--- config.mk ---
export PLATFORM = sky130hd
export DESIGN_NAME = ascii_integer_parser_flat
export DESIGN_NICKNAME = d
export VERILOG_FILES = /design/src/rtl/aip_pkg.sv /design/src/rtl/aip_ifs.sv /design/src/rtl/ascii_integer_parser.sv /design/src/rtl/aip_step.sv /design/src/flat_wrapper.sv
export VERILOG_INCLUDE_DIRS = /design/src /design/src/rtl
export SDC_FILE = /design/constraint.sdc
export NUM_CORES = 1
export LEC_CHECK = 0
export BUFFER_PORTS_ARGS = -buffer_cell sky130_fd_sc_hd__buf_2
export CORE_MARGIN = 2
export CORE_UTILIZATION = 40
export CTS_BUF_LIST = sky130_fd_sc_hd__clkbuf_4
export CTS_CLUSTER_DIAMETER = 120
export DETAILED_ROUTE_END_ITERATION = 10
export GPL_ROUTABILITY_DRIVEN = 0
export PLACE_DENSITY = 0.54
export SLEW_MARGIN = 20
export SYNTH_ARGS = -nofsm -noshare
export SYNTH_HDL_FRONTEND = slang
export SYNTH_SLANG_ARGS = --single-unit
--- constraint.sdc ---
create_clock -name clock -period 9.6 [get_ports clock]
set_clock_uncertainty 0.05 [all_clocks]
set_input_delay 2.88 -clock clock [delete_from_list [all_inputs] [get_ports clock]]
set_output_delay 2.88 -clock clock [all_outputs]
set_load 0.01 [all_outputs]
--- src/rtl/ascii_integer_parser_assert.svh ---
// ----------------------------------------------------------------------------
// ascii_integer_parser assertion macros
// Concurrent assertion helpers; empty under synthesis.
// ----------------------------------------------------------------------------
`ifndef ASCII_INTEGER_PARSER_ASSERT_SVH
`define ASCII_INTEGER_PARSER_ASSERT_SVH

`ifndef SYNTHESIS

// Same-cycle implication, sampled on clock, off during reset.
`define AIP_ASSERT(label, ante, cons) \
   label: assert property (@(posedge clock) disable iff (reset) (ante) |-> (cons)) \
      else $error("ascii_integer_parser assertion failed");

// Next-cycle implication, sampled on clock, off during reset.
`define AIP_ASSERT_NEXT(label, ante, cons) \
   label: assert property (@(posedge clock) disable iff (reset) (ante) |=> (cons)) \
      else $error("ascii_integer_parser assertion failed");

`else

`define AIP_ASSERT(label, ante, cons)
`define AIP_ASSERT_NEXT(label, ante, cons)

`endif

`endif

--- src/rtl/aip_pkg.sv ---
// ----------------------------------------------------------------------------
// aip_pkg
// Shared widths, character codes, types and the digit decoder.
// ----------------------------------------------------------------------------
package aip_pkg;

   localparam int VALUE_WIDTH     = 64;
   localparam int OFFSET_WIDTH    = 16;
   localparam int BASE_WIDTH      = 6;
   localparam int CHAR_WIDTH      = 8;
   localparam int DIGIT_WIDTH     = 4;
   localparam int PRODUCT_WIDTH   = VALUE_WIDTH + BASE_WIDTH;
   localparam int CSR_INDEX_WIDTH = 4;
   localparam int CSR_DATA_WIDTH  = 8;

   // character codes
   localparam logic [CHAR_WIDTH-1:0] CHAR_NUL     = 8'h00;
   localparam logic [CHAR_WIDTH-1:0] CHAR_SPACE   = 8'h20;
   localparam logic [CHAR_WIDTH-1:0] CHAR_PLUS    = 8'h2B;
   localparam logic [CHAR_WIDTH-1:0] CHAR_MINUS   = 8'h2D;
   localparam logic [CHAR_WIDTH-1:0] CHAR_ZERO    = 8'h30;
   localparam logic [CHAR_WIDTH-1:0] CHAR_NINE    = 8'h39;
   localparam logic [CHAR_WIDTH-1:0] CHAR_UPPER_A = 8'h41;
   localparam logic [CHAR_WIDTH-1:0] CHAR_UPPER_F = 8'h46;
   localparam logic [CHAR_WIDTH-1:0] CHAR_UPPER_X = 8'h58;
   localparam logic [CHAR_WIDTH-1:0] CHAR_LOWER_A = 8'h61;
   localparam logic [CHAR_WIDTH-1:0] CHAR_LOWER_F = 8'h66;
   localparam logic [CHAR_WIDTH-1:0] CHAR_LOWER_X = 8'h78;
   localparam logic [CHAR_WIDTH-1:0] LETTER_VALUE = 8'd10;

   // radix codes
   localparam logic [BASE_WIDTH-1:0] BASE_AUTO    = 6'd0;
   localparam logic [BASE_WIDTH-1:0] BASE_OCTAL   = 6'd8;
   localparam logic [BASE_WIDTH-1:0] BASE_DECIMAL = 6'd10;
   localparam logic [BASE_WIDTH-1:0] BASE_HEX     = 6'd16;

   // register indexes
   localparam logic [CSR_INDEX_WIDTH-1:0] CSR_NUMBER_BASE = 4'd0;
   localparam logic [CSR_INDEX_WIDTH-1:0] CSR_SIGNED_MODE = 4'd1;

   typedef enum logic [2:0] {
      PH_SKIP,
      PH_PRE,
      PH_HEX0,
      PH_DIGITS,
      PH_DONE
   } phase_type;

   typedef struct packed {
      phase_type               phase;
      logic [VALUE_WIDTH-1:0]  acc;
      logic [BASE_WIDTH-1:0]   base;
      logic                    neg;
      logic [OFFSET_WIDTH-1:0] pos;
      logic                    ovf;
   } str_state_type;

   typedef struct packed {
      logic [VALUE_WIDTH-1:0]  value_bits;
      logic [OFFSET_WIDTH-1:0] end_offset;
      logic                    overflow;
   } result_type;

   typedef struct packed {
      logic [BASE_WIDTH-1:0] number_base;
      logic                  signed_mode;
   } config_type;

   localparam str_state_type STR_STATE_RESET = '{
      phase: PH_SKIP,
      acc:   '0,
      base:  '0,
      neg:   1'b0,
      pos:   '0,
      ovf:   1'b0
   };

   localparam config_type CONFIG_RESET = '{
      number_base: BASE_DECIMAL,
      signed_mode: 1'b1
   };

   // {valid, value} for 0-9, a-f, A-F
   function automatic logic [DIGIT_WIDTH:0] digit_of(input logic [CHAR_WIDTH-1:0] c);
      logic [DIGIT_WIDTH:0]  d;
      logic [CHAR_WIDTH-1:0] diff;
      d    = '0;
      diff = '0;
      if (c >= CHAR_ZERO && c <= CHAR_NINE) begin
         diff = c - CHAR_ZERO;
         d    = {1'b1, diff[DIGIT_WIDTH-1:0]};
      end else if (c >= CHAR_LOWER_A && c <= CHAR_LOWER_F) begin
         diff = c - CHAR_LOWER_A + LETTER_VALUE;
         d    = {1'b1, diff[DIGIT_WIDTH-1:0]};
      end else if (c >= CHAR_UPPER_A && c <= CHAR_UPPER_F) begin
         diff = c - CHAR_UPPER_A + LETTER_VALUE;
         d    = {1'b1, diff[DIGIT_WIDTH-1:0]};
      end
      return d;
   endfunction

endpackage

--- src/rtl/aip_ifs.sv ---
// ----------------------------------------------------------------------------
// aip channel interfaces
// Valid/ready channels for bytes in, results out and register writes.
// ----------------------------------------------------------------------------
interface aip_req_if;
   logic                             valid;
   logic                             ready;
   logic [aip_pkg::CHAR_WIDTH-1:0]   char_code;

   modport source (output valid, output char_code, input ready);
   modport sink   (input valid, input char_code, output ready);
endinterface

interface aip_rsp_if;
   logic                             valid;
   logic                             ready;
   logic [aip_pkg::VALUE_WIDTH-1:0]  value_bits;
   logic [aip_pkg::OFFSET_WIDTH-1:0] end_offset;
   logic                             overflow;

   modport source (output valid, output value_bits, output end_offset, output overflow,
                   input ready);
   modport sink   (input valid, input value_bits, input end_offset, input overflow,
                   output ready);
endinterface

interface aip_csr_if;
   logic                                valid;
   logic                                ready;
   logic [aip_pkg::CSR_INDEX_WIDTH-1:0] index;
   logic [aip_pkg::CSR_DATA_WIDTH-1:0]  data;

   modport source (output valid, output index, output data, input ready);
   modport sink   (input valid, input index, input data, output ready);
endinterface

--- src/rtl/ascii_integer_parser.sv ---
// ----------------------------------------------------------------------------
// ascii_integer_parser
// Streaming ASCII-to-integer converter, one string byte per word.
// ----------------------------------------------------------------------------
// Feed a string one byte per req word and close it with a zero byte; the zero
// byte produces one rsp word with the 64-bit value (two's complement when a
// '-' was taken in signed mode, wrapping modulo 2^64), the number of bytes
// consumed before parsing stopped (saturating at 65535) and an overflow flag.
// Leading spaces are skipped, signed mode takes one '-' or '+', radix 0 picks
// octal on a leading '0' and decimal otherwise, and radix 16 skips a "0x" or
// "0X" prefix. Bytes after the first non-digit are ignored until the zero
// byte. Throughput is one byte per clock cycle unless a zero byte is held; each
// byte passes through the input register, and the result is valid on rsp the
// cycle after its zero byte leaves that register. A zero byte holds in the
// input register only while an earlier result sits untaken in the result
// register, and bytes behind it wait. The cycle is set by the one accumulator
// times radix multiply-add in aip_step. Registers (number_base index 0,
// signed_mode index 1) are written through csr, which is always ready, and may
// change only while no string is in progress; the user must ensure this.
// ----------------------------------------------------------------------------
`include "ascii_integer_parser_assert.svh"

module ascii_integer_parser (
   input  logic         clock,
   input  logic         reset,
   aip_req_if.sink      req_port,
   aip_rsp_if.source    rsp_port,
   aip_csr_if.sink      csr_port
);

   // input register
   logic                             in_valid_ff;
   logic                             in_valid_in;
   logic [aip_pkg::CHAR_WIDTH-1:0]   char_ff;
   logic [aip_pkg::CHAR_WIDTH-1:0]   char_in;

   // per-string state
   aip_pkg::str_state_type           str_ff;
   aip_pkg::str_state_type           str_in;
   aip_pkg::str_state_type           str_next;

   // result register
   logic                             rsp_valid_ff;
   logic                             rsp_valid_in;
   aip_pkg::result_type              result_ff;
   aip_pkg::result_type              result_in;
   aip_pkg::result_type              step_result;

   // configuration
   aip_pkg::config_type              cfg_ff;
   aip_pkg::config_type              cfg_in;

   logic                             req_take;
   logic                             is_term;
   logic                             consume;

   aip_step u_step (
      .cur_state (str_ff),
      .char_code (char_ff),
      .cfg       (cfg_ff),
      .nxt_state (str_next),
      .result    (step_result)
   );

   // A zero byte waits only when the result register is full and not draining.
   assign is_term  = (char_ff == aip_pkg::CHAR_NUL);
   assign consume  = in_valid_ff && !(is_term && rsp_valid_ff && !rsp_port.ready);
   assign req_take = req_port.valid && req_port.ready;

   assign req_port.ready = !in_valid_ff || consume;
   assign csr_port.ready = 1'b1;

   assign rsp_port.valid      = rsp_valid_ff;
   assign rsp_port.value_bits = result_ff.value_bits;
   assign rsp_port.end_offset = result_ff.end_offset;
   assign rsp_port.overflow   = result_ff.overflow;

   always_comb begin
      // input register: load on accept, drop once consumed
      in_valid_in = in_valid_ff;
      char_in     = char_ff;
      if (req_take) begin
         in_valid_in = 1'b1;
         char_in     = req_port.char_code;
      end else if (consume) begin
         in_valid_in = 1'b0;
      end

      // advance string state per consumed byte
      str_in = consume ? str_next : str_ff;

      // result register: load on terminator, drop once taken
      rsp_valid_in = rsp_valid_ff;
      result_in    = result_ff;
      if (consume && is_term) begin
         rsp_valid_in = 1'b1;
         result_in    = step_result;
      end else if (rsp_port.ready) begin
         rsp_valid_in = 1'b0;
      end

      // register writes, masked to register width; unknown indexes ignored
      cfg_in = cfg_ff;
      if (csr_port.valid && csr_port.ready) begin
         if (csr_port.index == aip_pkg::CSR_NUMBER_BASE) begin
            cfg_in.number_base = csr_port.data[aip_pkg::BASE_WIDTH-1:0];
         end else if (csr_port.index == aip_pkg::CSR_SIGNED_MODE) begin
            cfg_in.signed_mode = csr_port.data[0];
         end
      end
   end

   always_ff @(posedge clock) begin
      if (reset) begin
         in_valid_ff  <= 1'b0;
         rsp_valid_ff <= 1'b0;
         str_ff       <= aip_pkg::STR_STATE_RESET;
         cfg_ff       <= aip_pkg::CONFIG_RESET;
      end else begin
         in_valid_ff  <= in_valid_in;
         rsp_valid_ff <= rsp_valid_in;
         str_ff       <= str_in;
         cfg_ff       <= cfg_in;
      end
   end

   // payload, no reset
   always_ff @(posedge clock) begin
      char_ff   <= char_in;
      result_ff <= result_in;
   end

   // Consuming a terminator always loads a result.
   `AIP_ASSERT_NEXT(a_term_loads_result, consume && is_term, rsp_valid_ff)
   // Consuming a terminator leaves a fresh string state.
   `AIP_ASSERT_NEXT(a_term_clears_state, consume && is_term,
                    str_ff.phase == aip_pkg::PH_SKIP && str_ff.pos == '0 && str_ff.acc == '0)
   // A stalled byte stays in the input register unchanged.
   `AIP_ASSERT_NEXT(a_stall_holds_byte, in_valid_ff && !consume, in_valid_ff && $stable(char_ff))
   // Overflow only arises while accumulating digits.
   `AIP_ASSERT(a_ovf_only_in_digits, str_ff.ovf,
               str_ff.phase == aip_pkg::PH_DIGITS || str_ff.phase == aip_pkg::PH_DONE)

endmodule

--- src/rtl/aip_step.sv ---
// ----------------------------------------------------------------------------
// aip_step
// Next string state for one byte, and the result the zero byte produces.
// ----------------------------------------------------------------------------
module aip_step (
   input  aip_pkg::str_state_type          cur_state,
   input  logic [aip_pkg::CHAR_WIDTH-1:0]  char_code,
   input  aip_pkg::config_type             cfg,
   output aip_pkg::str_state_type          nxt_state,
   output aip_pkg::result_type             result
);

   logic [aip_pkg::DIGIT_WIDTH:0]     digit;
   logic                              digit_valid;
   logic [aip_pkg::DIGIT_WIDTH-1:0]   digit_val;
   logic [aip_pkg::BASE_WIDTH-1:0]    first_base;
   logic [aip_pkg::BASE_WIDTH-1:0]    use_base;
   logic                              digit_ok;
   logic [aip_pkg::PRODUCT_WIDTH-1:0] acc_ext;
   logic [aip_pkg::PRODUCT_WIDTH-1:0] base_ext;
   logic [aip_pkg::PRODUCT_WIDTH-1:0] digit_ext;
   logic [aip_pkg::PRODUCT_WIDTH-1:0] product;
   logic [aip_pkg::OFFSET_WIDTH-1:0]  pos_inc;
   logic                              is_sign;
   logic                              do_digit;

   assign digit       = aip_pkg::digit_of(char_code);
   assign digit_valid = digit[aip_pkg::DIGIT_WIDTH];
   assign digit_val   = digit[aip_pkg::DIGIT_WIDTH-1:0];

   // auto radix: leading zero means octal
   assign first_base = (cfg.number_base != aip_pkg::BASE_AUTO) ? cfg.number_base :
                       (char_code == aip_pkg::CHAR_ZERO) ? aip_pkg::BASE_OCTAL :
                                                           aip_pkg::BASE_DECIMAL;
   assign use_base = (cur_state.phase == aip_pkg::PH_SKIP ||
                      cur_state.phase == aip_pkg::PH_PRE) ? first_base : cur_state.base;

   assign digit_ok = digit_valid &&
      ({{(aip_pkg::BASE_WIDTH-aip_pkg::DIGIT_WIDTH){1'b0}}, digit_val} < use_base);

   assign acc_ext   = {{aip_pkg::BASE_WIDTH{1'b0}}, cur_state.acc};
   assign base_ext  = {{aip_pkg::VALUE_WIDTH{1'b0}}, use_base};
   assign digit_ext = {{(aip_pkg::PRODUCT_WIDTH-aip_pkg::DIGIT_WIDTH){1'b0}}, digit_val};
   assign product   = acc_ext * base_ext + digit_ext;

   assign pos_inc = (&cur_state.pos) ? cur_state.pos :
      cur_state.pos + {{(aip_pkg::OFFSET_WIDTH-1){1'b0}}, 1'b1};

   assign is_sign = (char_code == aip_pkg::CHAR_MINUS) || (char_code == aip_pkg::CHAR_PLUS);

   always_comb begin
      result.value_bits = cur_state.neg ? ('0 - cur_state.acc) : cur_state.acc;
      result.end_offset = cur_state.pos;
      result.overflow   = cur_state.ovf;

      nxt_state = cur_state;
      do_digit  = 1'b0;

      case (cur_state.phase)
         aip_pkg::PH_SKIP: begin
            if (char_code == aip_pkg::CHAR_SPACE) begin
               nxt_state.pos = pos_inc;
            end else if (cfg.signed_mode && is_sign) begin
               nxt_state.neg   = (char_code == aip_pkg::CHAR_MINUS);
               nxt_state.pos   = pos_inc;
               nxt_state.phase = aip_pkg::PH_PRE;
            end else if (first_base == aip_pkg::BASE_HEX &&
                         char_code == aip_pkg::CHAR_ZERO) begin
               nxt_state.base  = first_base;
               nxt_state.acc   = '0;
               nxt_state.pos   = pos_inc;
               nxt_state.phase = aip_pkg::PH_HEX0;
            end else begin
               nxt_state.base  = first_base;
               nxt_state.phase = aip_pkg::PH_DIGITS;
               do_digit        = 1'b1;
            end
         end
         aip_pkg::PH_PRE: begin
            nxt_state.base = first_base;
            if (first_base == aip_pkg::BASE_HEX && char_code == aip_pkg::CHAR_ZERO) begin
               nxt_state.acc   = '0;
               nxt_state.pos   = pos_inc;
               nxt_state.phase = aip_pkg::PH_HEX0;
            end else begin
               nxt_state.phase = aip_pkg::PH_DIGITS;
               do_digit        = 1'b1;
            end
         end
         aip_pkg::PH_HEX0: begin
            nxt_state.phase = aip_pkg::PH_DIGITS;
            if (char_code == aip_pkg::CHAR_LOWER_X || char_code == aip_pkg::CHAR_UPPER_X) begin
               nxt_state.pos = pos_inc;
            end else begin
               do_digit = 1'b1;
            end
         end
         aip_pkg::PH_DIGITS: begin
            do_digit = 1'b1;
         end
         default: begin
            nxt_state.phase = aip_pkg::PH_DONE;
         end
      endcase

      // accumulate, or stop on the first non-digit
      if (do_digit) begin
         if (digit_ok) begin
            nxt_state.acc = product[aip_pkg::VALUE_WIDTH-1:0];
            nxt_state.ovf = cur_state.ovf |
                            (|product[aip_pkg::PRODUCT_WIDTH-1:aip_pkg::VALUE_WIDTH]);
            nxt_state.pos = pos_inc;
         end else begin
            nxt_state.phase = aip_pkg::PH_DONE;
         end
      end

      // terminator: start the next string fresh
      if (char_code == aip_pkg::CHAR_NUL) begin
         nxt_state = aip_pkg::STR_STATE_RESET;
      end
   end

endmodule

--- src/flat_wrapper.sv ---
// flat-port wrapper written by rule: the top's interface ports become plain ports
module ascii_integer_parser_flat 
  (clock, reset, req_port_valid, req_port_char_code, req_port_ready, rsp_port_valid, rsp_port_value_bits, rsp_port_end_offset, rsp_port_overflow, rsp_port_ready, csr_port_valid, csr_port_index, csr_port_data, csr_port_ready);
  aip_req_if req_port_i ();
  aip_rsp_if rsp_port_i ();
  aip_csr_if csr_port_i ();
  input  logic clock;
  input  logic reset;
  input wire logic [$bits(req_port_i.valid)-1:0] req_port_valid;
  input wire logic [$bits(req_port_i.char_code)-1:0] req_port_char_code;
  output wire logic [$bits(req_port_i.ready)-1:0] req_port_ready;
  output wire logic [$bits(rsp_port_i.valid)-1:0] rsp_port_valid;
  output wire logic [$bits(rsp_port_i.value_bits)-1:0] rsp_port_value_bits;
  output wire logic [$bits(rsp_port_i.end_offset)-1:0] rsp_port_end_offset;
  output wire logic [$bits(rsp_port_i.overflow)-1:0] rsp_port_overflow;
  input wire logic [$bits(rsp_port_i.ready)-1:0] rsp_port_ready;
  input wire logic [$bits(csr_port_i.valid)-1:0] csr_port_valid;
  input wire logic [$bits(csr_port_i.index)-1:0] csr_port_index;
  input wire logic [$bits(csr_port_i.data)-1:0] csr_port_data;
  output wire logic [$bits(csr_port_i.ready)-1:0] csr_port_ready;
  assign req_port_i.valid = req_port_valid;
  assign req_port_i.char_code = req_port_char_code;
  assign req_port_ready = req_port_i.ready;
  assign rsp_port_valid = rsp_port_i.valid;
  assign rsp_port_value_bits = rsp_port_i.value_bits;
  assign rsp_port_end_offset = rsp_port_i.end_offset;
  assign rsp_port_overflow = rsp_port_i.overflow;
  assign rsp_port_i.ready = rsp_port_ready;
  assign csr_port_i.valid = csr_port_valid;
  assign csr_port_i.index = csr_port_index;
  assign csr_port_i.data = csr_port_data;
  assign csr_port_ready = csr_port_i.ready;
  ascii_integer_parser u_core (.clock(clock), .reset(reset), .req_port(req_port_i), .rsp_port(rsp_port_i), .csr_port(csr_port_i));
endmodule
==> qor.yml, run 1 <==
port_buffers: 105
drv_cap: 0
reg2reg_from: "u_core.char_ff[0]$_DFFE_PP_"
numCtsBuffers: 17
async_flop_share_pct: 0
wl_per_cell_um: 19.36
core_mm2: 0.05266
synth.avg_cell_area_um2: 9.427
p_int_mw: 0.9916
grt-ovfl-total: 0
crit_path_start: "u_core.char_ff[0]$_DFFE_PP_"
fin_crit_sh_pct: 84.28
worst_path_max_delay_cell: "a2111oi_0"
cts-root-buf: "clkbuf_4"
max_slew_margin_pct: 24.85
synth_area_leaders: "fa_1 23%, edfxtp_1 13%, dfxtp_1 9.4%"
area_delta_synth_final_pct: 5.918
ys_ff_latch: 189
fin_util_pct: 42.95
crit_fanout: 37
rows: 84
place_ws_ns: 1.623
switchingPower_mw: 0.4565
slowest_delay_ns: 0.76
drive_gt1_share_pct: 8.504
status: "completed"
pwr-share-comb_pct: 7.3
syn_area_mm2: 0.02135
clkSinkCount: 189
cp.arrival_ns: 8.73
synth_cells: 2265
fillers: 5175
grt_start_max_net_pins: 72
ys_seq_area_share_pct: 21.89
worst_slew_pin_slew_ns: 1.127
ys.flop_type: "dfxtp_1"
total_power_mw: 1.448
path_clk_slew_ns: 0.20
io-pin-count: 109
vias: 16550
worstSetupPathType: "reg2reg"
die_h_um: 235.0
swShare_pct: 31.52
worst_slack_ns: 1.509
clockBufferDepth: 2
antenna_found_initial: 1
startpoint_type: "register"
timing.hold.ws_ns: 0.4439
wirelength_um: 56830
cts_max_level: 4
drt_iter0_drc: 1017
yosys_warnings: 0
cts_tree: "done"
wl_met3_um: 2335
holdPathEnd: "u_core.rsp_port.overflow$_DFFE_PP_"
min_from: "u_core.str_ff[0]$_SDFFE_PP0P_"
highest_layer: "met4"
yosysTopAreaCell: "fa_1"
setup_viol: 0
finalSetupTns_ns: 0
synth_edf_count: 89
required_ns: 10.24
reg2reg_to: "u_core.str_ff[87]$_SDFFE_PP0P_"
ctsHoldBuffers: 0
place_hpwl_um: 42190
nNetsFinal: 2665
reg2reg_depth: 27
initial_utilization_pct: 40.55
postCtsResizedCells: 0
period_minus_slack_ns: 8.091
drc_errors: 0
rsz0062_at_grt: "no"
yosysTopAreaCellShare_pct: 23.44
cts_setup_buffers: 0
p_per_area_mw_per_mm2: 64.03
wl_met1_um: 26570
grt_pass1_vias: 17250
cp-end-kind: "register"
die_w_um: 235.0
worst_hold_path_type: "reg2reg"
leakagePower_nw: 10.19
dr_wl_met2_um: 26810
max_freq_mhz: 123.6
p_clk_share_pct: 33.8
synth_cell_types: 75
slew_violations: 0
clkLatencyLatePin_ns: 0.76
dr.pass1.iters: 5
dieArea_mm2: 0.05525
grt_pass1_wl_um: 94660
rrSetupSlack_ns: 1.51
vdd_ir_drop_max_uv: 65.06
vias_per_cell: 5.638
syn-num-nets: 2697
ant_nets: 0
hold_depth: 0
hold_violations: 0
seqPwrFrac_pct: 58.8
grt_usage_pct: 21.25
-- layout make-up --
type	count	area, um2	area share, %
Multi-Input combinational cell	1817	15760	69.68
Sequential cell	189	4676	20.67
Tap cell	688	860.8	3.806
Timing Repair Buffer	129	718.2	3.175
Inverter	79	296.5	1.311
Clock inverter	15	176.4	0.7800
Clock buffer	17	127.6	0.5643
Antenna cell	1	2.502	0.01106
-- worst max-delay path: cells and delay by family, from the launching register on --
| kind | cells | cell delay (ns) |
|---|---|---|
| AOI/OAI and AO/OA | 11 | 2.65 |
| adders and majority gates | 6 | 2.41 |
| and+or+nand+nor | 4 | 1.15 |
| buffers and inverters | 5 | 1.04 |
| DFF | 1 | 0.54 |
| xor gates and xnor gates | 1 | 0.17 |
-- state kept, by name, summed over array words and instances, names as in the netlist --
signal and flops:
u_core.cfg_ff 7, u_core.char_ff 8, u_core.in_valid_ff 1, u_core.str_ff 91
u_core.rsp_port.end_offset 16, u_core.rsp_port.valid 1, u_core.rsp_port.value_bits 64, u_core.rsp_port.overflow 1
-- routing by layer --
| metal | global-route usage, % | vias up |
|---|---|---|
| met5 | 0 | - |
| met4 | 5.178 | 0 |
| met3 | 3.889 | 60 |
| met2 | 34.90 | 365 |
| met1 | 29.00 | 8398 |
| li1 | - | 7725 |
-- synthesized netlist by cell type, types with 5 or more instances --
cell      count
and3_1       11
o211ai_1     12
a21oi_1     122
and2_1      123
nor3_1       25
xnor2_1      97
o21a_1        9
inv_1        79
ha_1        157
a21boi_0      5
o41ai_1       7
buf_1         9
nor2_1      136
o21bai_1     21
or2_2         8
fa_1        250
nand3_1      32
clkbuf_1    161
a22o_1       15
a211oi_1     12
o21ai_0      96
or3_1        25
a31oi_1      14
xor2_1       22
mux2i_1      10
nor4_1        7
nor2b_1     253
nand3b_1      7
and4_1        5
dfxtp_1     100
nand4_1      33
or4_1        17
a311oi_1      6
a22oi_1      50
o31ai_1      24
nor3b_1       5
nand2b_1     17
edfxtp_1     89
a211o_1       5
a21o_1       32
nand2_1      97
-- cells in the final DEF, fill, tap and decap left out, types with 7 or more instances in the layout --
master | synthesis | final
nor3_1 | 25 | 24
xor2_1 | 22 | 22
buf_2 | 4 | 105
or4_1 | 17 | 17
nand3b_1 | 7 | 7
nand3_1 | 32 | 32
o21ai_0 | 96 | 95
fa_1 | 250 | 250
a21oi_1 | 122 | 121
or2_2 | 8 | 8
dfxtp_1 | 100 | 99
o41ai_1 | 7 | 7
a22o_1 | 15 | 15
nor4_1 | 7 | 7
buf_4 | 1 | 23
nor2b_1 | 253 | 252
o31ai_1 | 24 | 24
inv_1 | 79 | 79
mux2i_1 | 10 | 8
nand4_1 | 33 | 33
o211ai_1 | 12 | 12
nand2_1 | 97 | 97
a22oi_1 | 50 | 50
nand2b_1 | 17 | 17
edfxtp_1 | 89 | 89
nor2_1 | 136 | 134
o21bai_1 | 21 | 21
and2_1 | 123 | 123
o21a_1 | 9 | 9
xnor2_1 | 97 | 97
a31oi_1 | 14 | 14
or3_1 | 25 | 25
and3_1 | 11 | 11
a21o_1 | 32 | 32
a211oi_1 | 12 | 12
ha_1 | 157 | 157
clkbuf_4 | 0 | 17
-- stage by stage --
step / instances / area (um2)
after floorplan: 2265 / 21350
after global placement: 2902 / 22310
after detailed placement: 2902 / 22310
after CTS: 2934 / 22610
after global routing: 2935 / 22620
final: 2935 / 22620
-- worst max-delay path by stage --
stage / cells after the start / slack [ns] / end
floorplan: 3 / 2.35 / u_core.rsp_port.end_offset[0]$_DFFE_PP_
global placement: 27 / 1.58 / u_core.str_ff[87]$_SDFFE_PP0P_
detailed placement: 27 / 1.62 / u_core.str_ff[87]$_SDFFE_PP0P_
CTS: 27 / 1.57 / u_core.str_ff[87]$_SDFFE_PP0P_
global route: 28 / 0.67 / u_core.str_ff[87]$_SDFFE_PP0P_
finish: 27 / 1.51 / u_core.str_ff[87]$_SDFFE_PP0P_
-- cells by family (layout without fill, tap and decap cells) --
family                   Yosys count  count (layout)  share of synthesized area (%)
flip-flops                       189             189                          21.89
XOR/XNOR                         119             119                          4.881
AND/OR/NAND/NOR                  814             814                          21.19
other                              1               2                        0.01756
adder cells (fa/ha/maj)          407             407                          32.64
AO/OA/AOI/OAI                    463             463                          14.10
multiplexers                      13              13                         0.6270
buffers and inverters            259             240                          4.653
-- power groups by stage --
stage | Clock (mW) | Combinational (mW) | Sequential, mW
final | 0.490 | 0.106 | 0.852
after global routing | 0.543 | 0.115 | 0.854
after CTS | 0.513 | 0.106 | 0.852
after detailed placement | 0 | 0.106 | 0.869
after global placement | 0 | 0.103 | 0.869
after floorplan | 0 | 0.0664 | 0.864
Note: power is estimated with default switching activity, not from simulation.
==> run 2: changes to the inputs <==
--- a/config.mk
+++ b/config.mk
@@ -13,7 +13,7 @@
 export CTS_CLUSTER_DIAMETER = 120
 export DETAILED_ROUTE_END_ITERATION = 10
 export GPL_ROUTABILITY_DRIVEN = 0
-export PLACE_DENSITY = 0.54
+export PLACE_DENSITY = 0.56
 export SLEW_MARGIN = 20
 export SYNTH_ARGS = -nofsm -noshare
 export SYNTH_HDL_FRONTEND = slang
==> constraint.sdc (replaced) <==
create_clock -name clock -period 7 [get_ports clock]
set_clock_uncertainty 0.05 [all_clocks]
set_input_delay 2.1 -clock clock [delete_from_list [all_inputs] [get_ports clock]]
set_output_delay 2.1 -clock clock [all_outputs]
set_load 0.01 [all_outputs]
==> qor.yml, run 2 (synthesized netlist as in run 1, its figures left out) <==
path_clk_slew_ns: 0.21
cts-root-buf: "clkbuf_4"
period_minus_slack_ns: 6.675
hold_violations: 0
p_per_area_mw_per_mm2: 82.68
grt_start_max_net_pins: 74
drc_errors: 0
reg2reg_to: "u_core.str_ff[84]$_SDFFE_PP0P_"
area_delta_synth_final_pct: 12.05
drv_cap: 0
grt_pass1_vias: 17780
cts_tree: "done"
wirelength_um: 57290
cts_max_level: 4
vias_per_cell: 5.507
required_ns: 7.58
core_mm2: 0.05266
worst_slew_pin_slew_ns: 1.048
holdPathEnd: "u_core.rsp_port.overflow$_DFFE_PP_"
numCtsBuffers: 17
leakagePower_nw: 10.99
critPathBufInv: 8
fillers: 5028
largest_register_ffs: 91
pwr-share-comb_pct: 8.7
worst_slack_ns: 0.3250
reg2reg_from: "u_core.char_ff[0]$_DFFE_PP_"
worst_hold_path_type: "reg2reg"
io-pin-count: 109
vdd_ir_drop_max_uv: 70.21
nNetsFinal: 2810
hold_depth: 0
clockBufferDepth: 2
status: "completed"
wl_per_cell_um: 18.59
cp-end-kind: "register"
startpoint_type: "register"
drt_iter0_drc: 997
total_power_mw: 1.978
worst_path_max_delay_cell: "fa_1"
switchingPower_mw: 0.5978
clkSinkCount: 189
vias: 16970
rows: 84
rrSetupSlack_ns: 0.33
seqPwrFrac_pct: 59.0
slowest_delay_ns: 0.52
multi_input_area_mm2: 0.01589
cpMostUsedCell: "buf_4"
clkLatencyLatePin_ns: 0.70
ant_nets: 0
drive_gt1_share_pct: 14.68
grt-ovfl-total: 0
dr.pass1.iters: 5
seq_area_mm2: 0.004676
fin_crit_sh_pct: 95.36
ctsHoldBuffers: 0
die_w_um: 235.0
place_ws_ns: -0.1581
grt_usage_pct: 21.14
port_buffers: 105
worstSetupPathType: "reg2reg"
slew_violations: 0
path_delay_family: "adder cells"
crit_fanout: 14
dieArea_mm2: 0.05525
antenna_found_initial: 3
setup_viol: 0
p_int_mw: 1.380
p_clk_share_pct: 32.3
initial_utilization_pct: 40.55
reg2reg_depth: 30
grt_pass1_wl_um: 95260
final_common_cell: "nor2b_1"
cp.arrival_ns: 7.26
largest-register: "u_core.str_ff"
max_freq_mhz: 149.8
min_from: "u_core.str_ff[0]$_SDFFE_PP0P_"
die_h_um: 235.0
place_hpwl_um: 43130
max_slew_margin_pct: 30.12
final_cell_mix: "253 x nor2b_1, 250 x fa_1, 159 x buf_4"
swShare_pct: 30.22
==> run 2: layout make-up <==
| class | instances | area share (%) |
|---|---|---|
| multi-input cells | 1817 | 66.40 |
| clock inverters | 14 | 0.6171 |
| diodes | 2 | 0.02092 |
| inverters | 79 | 1.239 |
| clock buffers | 18 | 0.5648 |
| repair buffers | 274 | 8.022 |
| flip-flops and latches | 189 | 19.54 |
| well taps | 688 | 3.598 |
==> run 2: metrics by stage <==
stage	area, um2	hold slack [ns]	setup TNS, ns	std cells	utilization (%)
6_report	23930	0.4374	0	3081	45.44
5_1_grt	23930	0.4523	-0.02009	3081	45.44
4_1_cts	23800	0.4448	0	3076	45.20
3_5_place_dp	23480	0.4145	-0.2603	3043	44.59
3_3_place_gp	23480	0.3970	-1.043	3043	44.59
2_1_floorplan	21350	0.3564	0	2265	-
==> run 2: how the worst max path moves through the flow <==
stage | cells past startpoint | endpoint | startpoint
2_1_floorplan | 27 | u_core.str_ff[87]$_SDFFE_PP0P_ | u_core.char_ff[0]$_DFFE_PP_
3_3_place_gp | 30 | u_core.str_ff[86]$_SDFFE_PP0P_ | u_core.char_ff[0]$_DFFE_PP_
3_5_place_dp | 30 | u_core.str_ff[86]$_SDFFE_PP0P_ | u_core.char_ff[0]$_DFFE_PP_
4_1_cts | 29 | u_core.str_ff[80]$_SDFFE_PP0P_ | u_core.char_ff[0]$_DFFE_PP_
5_1_grt | 30 | u_core.str_ff[84]$_SDFFE_PP0P_ | u_core.char_ff[1]$_DFFE_PP_
6_report | 30 | u_core.str_ff[84]$_SDFFE_PP0P_ | u_core.char_ff[0]$_DFFE_PP_
==> run 2: what timing repair did <==
item | in CTS | in global routing
endpoints found under the setup margin | 6 | 22
cloned | 0 | 0
gates resized for setup | 6 | 22
pin swaps | 1 | 5
buffers inserted | 1 | 3
==> run 2: worst reg2reg max path: cells and delay by family, from the launching register on <==
| family | cells | cell delay [ns] |
|---|---|---|
| adders and majority gates | 6 | 2.30 |
| and+or+nand+nor | 7 | 1.30 |
| DFF | 1 | 0.43 |
| buffers and inverters | 8 | 1.10 |
| AOI/OAI and AO/OA | 9 | 1.43 |
==> run 2: metal layers <==
layer  GRT usage, %  share of wire, %  up-vias
li1               -                 -     8024
met1          29.16                47     8570
met2          35.15                48      320
met3          2.220               3.3       53
met4          6.099               2.1        0
met5              0                 0        -
==> run 2: power by group through the flow <==
stage | clock network (mW) | registers [mW] | logic [mW]
floorplan | 0 | 1.19 | 0.0910
global placement | 0 | 1.19 | 0.167
detailed placement | 0 | 1.19 | 0.169
CTS | 0.667 | 1.17 | 0.170
global route | 0.707 | 1.17 | 0.187
finish | 0.639 | 1.17 | 0.173
